File: config.mk
export PLATFORM = sky130hd
export DESIGN_NAME = pidj_ctrl
export DESIGN_NICKNAME = d
export VERILOG_FILES = /design/src/rtl/pidj_pkg.sv /design/src/rtl/pidj_ctrl.sv
export SDC_FILE = /design/constraint.sdc
export NUM_CORES = 1
export LEC_CHECK = 0
export BUFFER_PORTS_ARGS = -buffer_cell sky130_fd_sc_hd__buf_4
export CELL_PAD_IN_SITES_DETAIL_PLACEMENT = 0
export CELL_PAD_IN_SITES_GLOBAL_PLACEMENT = 2
export CORE_MARGIN = 4
export CORE_UTILIZATION = 28
export CTS_BUF_LIST = sky130_fd_sc_hd__clkbuf_2
export CTS_CLUSTER_DIAMETER = 40
export DETAILED_ROUTE_END_ITERATION = 8
export MAX_ROUTING_LAYER = met4
export PLACE_DENSITY = 0.85
export SETUP_SLACK_MARGIN = 0.15
export SYNTH_ARGS = -nofsm -noshare
export SYNTH_HDL_FRONTEND = slang
export SYNTH_SLANG_ARGS = --single-unit
File: constraint.sdc
create_clock -name clk -period 2.1 [get_ports clk]
set_input_delay 0 -clock clk [delete_from_list [all_inputs] [get_ports clk]]
set_output_delay 0 -clock clk [all_outputs]
set_load 0.01 [all_outputs]
File: src/rtl/pidj_pkg.sv
// Package for the jerk-limited PID controller.
// Holds the word types, register indexes, sequencer states and the
// command and status structs shared by the controller and the datapath.
package pidj_pkg;

  localparam int SETTLE_TICKS = 10;
  localparam int CNT_W        = $clog2(SETTLE_TICKS + 1);

  localparam int CFG_IDX_W  = 3;
  localparam int CFG_DATA_W = 47;

  localparam logic [CFG_IDX_W-1:0] REG_KP      = 3'd0;
  localparam logic [CFG_IDX_W-1:0] REG_KI      = 3'd1;
  localparam logic [CFG_IDX_W-1:0] REG_KD      = 3'd2;
  localparam logic [CFG_IDX_W-1:0] REG_ILIMIT  = 3'd3;
  localparam logic [CFG_IDX_W-1:0] REG_JERK    = 3'd4;
  localparam logic [CFG_IDX_W-1:0] REG_DBAND   = 3'd5;
  localparam logic [CFG_IDX_W-1:0] REG_SMOOTH  = 3'd6;
  localparam logic [CFG_IDX_W-1:0] REG_CLR_EN  = 3'd7;

  localparam logic ACT_TICK  = 1'b0;
  localparam logic ACT_CLEAR = 1'b1;

  localparam logic [16:0] Q16_ONE = 17'd65536;

  typedef struct packed {
    logic               action;
    logic signed [31:0] error_in;
  } pidj_in_t;

  typedef struct packed {
    logic signed [31:0] correction;
    logic               integral_held;
  } pidj_out_t;

  typedef enum logic [8:0] {
    ST_IDLE   = 9'b000000001,
    ST_RAW    = 9'b000000010,
    ST_SMOOTH = 9'b000000100,
    ST_PROP   = 9'b000001000,
    ST_IHI    = 9'b000010000,
    ST_ILO    = 9'b000100000,
    ST_DER    = 9'b001000000,
    ST_JERK   = 9'b010000000,
    ST_OUT    = 9'b100000000
  } state_t;

  typedef struct packed {
    logic   load;
    logic   clear;
    logic   emit;
    state_t step;
  } pidj_cmd_t;

  typedef struct packed {
    logic out_busy;
  } pidj_sts_t;

endpackage

File: src/rtl/pidj_ctrl.sv
// Sequencer of the jerk-limited PID controller, one-hot state machine.
// Uses pidj_pkg; drives step commands into pidj_datapath.
module pidj_ctrl import pidj_pkg::*; (
  input  logic      clk,
  input  logic      rst_n,
  input  logic      in_valid,
  input  logic      in_action,
  output logic      in_ready,
  input  pidj_sts_t sts,
  output pidj_cmd_t cmd
);

  state_t state_r, state_nxt;

  assign in_ready  = state_r == ST_IDLE;
  assign cmd.load  = in_ready && in_valid && (in_action == ACT_TICK);
  assign cmd.clear = in_ready && in_valid && (in_action == ACT_CLEAR);
  assign cmd.emit  = (state_r == ST_OUT) && !sts.out_busy;
  assign cmd.step  = state_r;

  always_comb begin
    case (state_r)
      ST_IDLE:   state_nxt = cmd.load ? ST_RAW : ST_IDLE;
      ST_RAW:    state_nxt = ST_SMOOTH;
      ST_SMOOTH: state_nxt = ST_PROP;
      ST_PROP:   state_nxt = ST_IHI;
      ST_IHI:    state_nxt = ST_ILO;
      ST_ILO:    state_nxt = ST_DER;
      ST_DER:    state_nxt = ST_JERK;
      ST_JERK:   state_nxt = ST_OUT;
      ST_OUT:    state_nxt = sts.out_busy ? ST_OUT : ST_IDLE;
      default:   state_nxt = ST_IDLE;
    endcase
  end

  always_ff @(posedge clk) begin
    if (!rst_n) begin
      state_r <= ST_IDLE;
    end else begin
      state_r <= state_nxt;
    end
  end

endmodule

Word-level counts from Yosys, hierarchy flattened
Index checks and enable logic that the tools add are counted.

storage, ports and cells
  logic and storage cells = 19
  output and inout port bits = 13
  register bits = 9

cells by class
  multiplexer cells = 3
  bitwise operators = 1
  equal/unequal tests = 9
  reductions and logical operators = 5

operators with widths
  kind                                                                    count
  9-bit one-hot mux with 9 select lines                                   1
  9-bit by 1-bit equality test with 1-bit output (second input constant)  1
  9-bit by 2-bit equality test with 1-bit output (second input constant)  1
  9-bit by 3-bit equality test with 1-bit output (second input constant)  1
  9-bit by 4-bit equality test with 1-bit output (second input constant)  1
  9-bit by 5-bit equality test with 1-bit output (second input constant)  1
  9-bit by 6-bit equality test with 1-bit output (second input constant)  1
  9-bit by 7-bit equality test with 1-bit output (second input constant)  1
  9-bit by 8-bit equality test with 1-bit output (second input constant)  1
  9-bit equality test (second input constant)                             1
  9-bit 2-to-1 mux                                                        1
  1-bit logical AND                                                       4
  2-bit 2-to-1 mux                                                        1
  1-bit logical NOT                                                       1
  1-bit inverter                                                          1

Depth between registers and ports, before layout
  depth in word-level cells = 5
  mapped depth = 5
  mapped depth without buffers = 4

Worst setup path before layout
Ideal clock, no wire load.

  path type = register to register
  start point = register state_r[7]
  end point = register state_r[0]
  cell stages (with the launch flop) = 6
  clock period less this slack = 1.508 ns
  data required time = 2.018 ns
  setup slack = 0.592 ns
  path buffers = 1
  arrival time = 1.426 ns
  cell sequence = dfxtp_1 > buf_2 > nor4_4 > nand2_2 > or4_1 > o2111ai_1

between the ends
  word-level cells in the longest chain between the ends = 5
  elaborated cells on any way between the ends = 13

ends and longest elaborated chain
  element                                         line                              source
  from (decl)                                     pidj_ctrl.sv:13                   state_t state_r, state_nxt;
  from (signal assigned)                          pidj_ctrl.sv:40                   state_r <= state_nxt;
  9-bit by 1-bit equality test with 1-bit output  pidj_ctrl.sv:15, pidj_ctrl.sv:22
  1-bit logical AND (2 in a row)                  pidj_ctrl.sv:16                   assign cmd.load = in_ready && in_valid && (in_action == ACT_TICK);
  2-bit 2-to-1 mux                                pidj_ctrl.sv:23                   ST_IDLE: state_nxt = cmd.load ? ST_RAW : ST_IDLE;
  9-bit one-hot mux with 9 select lines (*)       pidj_ctrl.sv:22                   case (state_r)

Every way passes the cells marked *; elsewhere a longest branch is shown, timed or not.
A chain may end at the register's enable or synchronous reset.

==> flow_summary_export.csv <==
group,metric,value,unit
clock_tree,clock_path_buffers,2,
detailed_routing,routed_wl,1119,um
clock_tree,htree_levels,1,
grt,met3_usage,2.959,%
layout,regMostFlops,"state_r",
logic_synthesis,synth_cell_types,28,
critical_path,r2r_end,"state_r[0]",
floorplanning,core.rowCount,14,
timing,period_share,78.31,%
detailed_routing,dr.pass1.iters,4,
critical_path,worstPathMaxFanout,8,
critical_path,max_stage_delay,400,ps
job,cap_viol_max_count,0,
logic_synthesis,synth-main-ff-cell,"dfxtp_1",
critical_path,worstSetupStartpointType,"register",
floorplanning,dieArea,2523,um^2
timing,setup_viol,0,
logic_synthesis,synthesis.area,499.2,um^2
layout,syn_to_final_growth,37.84,%
critical_path,worstPathRequired,2100,ps
grt,grt_start_max_net_pins,13,
layout,top_regs,"state_r (9)",
critical_path,crit_end,"cmd[10]",
pwr,netSwitchingFraction,27.51,%
grt,grt_busiest_layer,"met2",
timing,clock.fmax,608.1,MHz
pwr,p_switching,0.00009769,W
critical_path,worst-r2r-setup-slack,560,ps
layout,antenna_cells,0,
critical_path,critPathKind,"reg2out",
timing,period_needed,1645,ps
place,place_ws,564.9,ps
layout,final_common_cell,"buf_4",
grt,grtUsageTotal,9.201,%
logic_synthesis,ys_seq_elements,9,
timing,final.setup.tns,0,ps
clock_tree,cts_root_buffer,"clkbuf_2",
place,placed_area,648.1,um^2
layout,nNetsFinal,80,
pwr,p_int,0.0002574,W
timing,worstMarginPinSlew,331.9,ps
pwr,power,0.0003551,W
logic_synthesis,syn_avg_cell_area,9.419,um^2
detailed_routing,wl_per_cell,11.42,um
pwr,p_clk_share,32.7,%
grt,antenna_found_initial,0,
grt,grt_pass1_wl,1745,um
pwr,power_density,516.0,nW/um^2
clock_tree,clk_pin_slew,110,ps
clock_tree,cts-hold-fix-buffers,2,
clock_tree,cts_setup_buffers,0,
timing,rsz0062_at_grt,"false",
floorplanning,core_area,1594,um^2
pwr,ir_worst_vdd,232.6,uV
timing,hold_violations,0,
layout,layout_common_cells,"buf_4 (17), dfxtp_1 (9), nor2_1 (5)",
critical_path,arrival,1640,ps
pwr,leakage,0.3051,nW
clock_tree,cts-resized-gates,0,
clock_tree,clock-sinks,9,
logic_synthesis,synthArstFlopShare,0,%
clock_tree,cts_buffers,3,
detailed_routing,via_per_inst,4.694,
critical_path,ff2ff_path_depth,4,
place,port_buffers,17,
critical_path,crit_chain,"nor4_4, nand2_2, nor3_2, and3_1, buf_4",
grt,grt_pass1_vias,382,
place,gp_congestion,0.7225,
clock_tree,insertion_delay,250,ps
logic_synthesis,syn_inst,53,
detailed_routing,vias,460,
timing,slew_viol_final,0,
timing,slew_headroom,77.84,%
floorplanning,io_pins,18,
layout,largest_reg_flops,9,
floorplanning,die_w,50.23,um
logic_synthesis,yosysSeqAreaShare,36.09,%
critical_path,r2r-start,"state_r[5]",
layout,drive_gt1_share,35.14,%
grt,met1_usage,12.12,%
grt,gr-total-overflow,0,
logic_synthesis,synth_edf_count,0,
logic_synthesis,yosys_warnings,0,
floorplanning,die_height,50.23,um
clock_tree,cts_tree,"built",
detailed_routing,drcViolationCount,0,
timing,worst_slack,455.4,ps
outcome,status,"completed",
pwr,seqPwrFrac,50.4,%
critical_path,cp-startpoint,"state_r[5]",
hold_path,min_path_type,"in2reg",
detailed_routing,ant_nets,0,
critical_path,cp_slowest_cell,"dfxtp_1",
timing,skew,10.81,ps
floorplanning,initial_utilization,31.32,%
pwr,pwr-share-comb,16.9,%
grt,use_met2,12.61,%
detailed_routing,drt-initial-drc-count,8,
critical_path,critPathCaptureType,"primary output",
logic_synthesis,synth_nets,58,
layout,stdcell_area,688.2,um^2
==> kinds of logic (layout without fill, tap and decap cells) <==
| logic type | Yosys count | count (layout) | synth area share (%) |
|---|---|---|---|
| buffers and inverters | 2 | 23 | 1.753 |
| and+or+nand+nor | 33 | 33 | 48.38 |
| DFF | 9 | 9 | 36.09 |
| xor gates and xnor gates | 3 | 3 | 5.264 |
| AOI/OAI and AO/OA | 6 | 6 | 8.523 |
==> worst min path at each step <==
stage | from | to | slack (ps) | cells past startpoint
3_3_place_gp | rst_n | state_r[0] | 240 | 2
6_report | in_valid | state_r[1] | 140 | 3
5_1_grt | in_valid | state_r[1] | 150 | 3
4_1_cts | in_valid | state_r[1] | 140 | 3
3_5_place_dp | rst_n | state_r[0] | 240 | 2
2_1_floorplan | sts | cmd[9] | 50 | 1
==> synth_stat cells (all sizes together), types with 2 or more instances <==
| cell type | instances | area, um^2 |
|---|---|---|
| and2 | 2 | 13.77 |
| and3 | 3 | 18.77 |
| dfxtp | 9 | 180.2 |
| nand3 | 2 | 10.01 |
| nand3b | 2 | 15.01 |
| nand4b | 2 | 17.52 |
| nor2 | 6 | 25.03 |
| nor3b | 4 | 30.03 |
| nor4b | 3 | 26.28 |
| o21ai | 2 | 10.01 |
| xor2 | 3 | 26.28 |
==> worst max-delay path: cells and delay by family (launching register included) <==
| kind | cells | cell delay, ps |
|---|---|---|
| flops | 1 | 400 |
| buf+inv | 1 | 110 |
| simple gates | 4 | 890 |
==> metal layers <==
| layer | up-vias | wire length, um |
|---|---|---|
| met5 | - | 0 |
| met4 | 0 | 14 |
| met3 | 4 | 67 |
| met2 | 9 | 491 |
| met1 | 207 | 545 |
| li1 | 240 | - |
==> final cells by class <==
cell class | count | area, um^2
tap | 24 | 30.03
timing repair buffer | 19 | 147.6
fill | 168 | 905.9
sequential | 9 | 180.2
clock buffer | 4 | 20.02
multi-input combinational | 42 | 310.3
==> power by group through the flow <==
stage | clock network (W) | registers [W] | logic (W)
floorplan | 0 | 0.000184 | 0.0000304
global placement | 0 | 0.000183 | 0.0000587
detailed placement | 0 | 0.000183 | 0.0000579
CTS | 0.000120 | 0.000179 | 0.0000610
global route | 0.000128 | 0.000179 | 0.0000675
finish | 0.000116 | 0.000179 | 0.0000601
==> per-stage QoR <==
stage	utilization, %	instances	hold slack [ps]
CTS	43.17	98	141.5
detailed placement	40.66	92	241.5
global placement	40.66	92	242.5
finish	43.17	98	135.6
floorplan	-	53	47.53
global route	43.17	98	153.3
(Power assumes the default switching activity.)
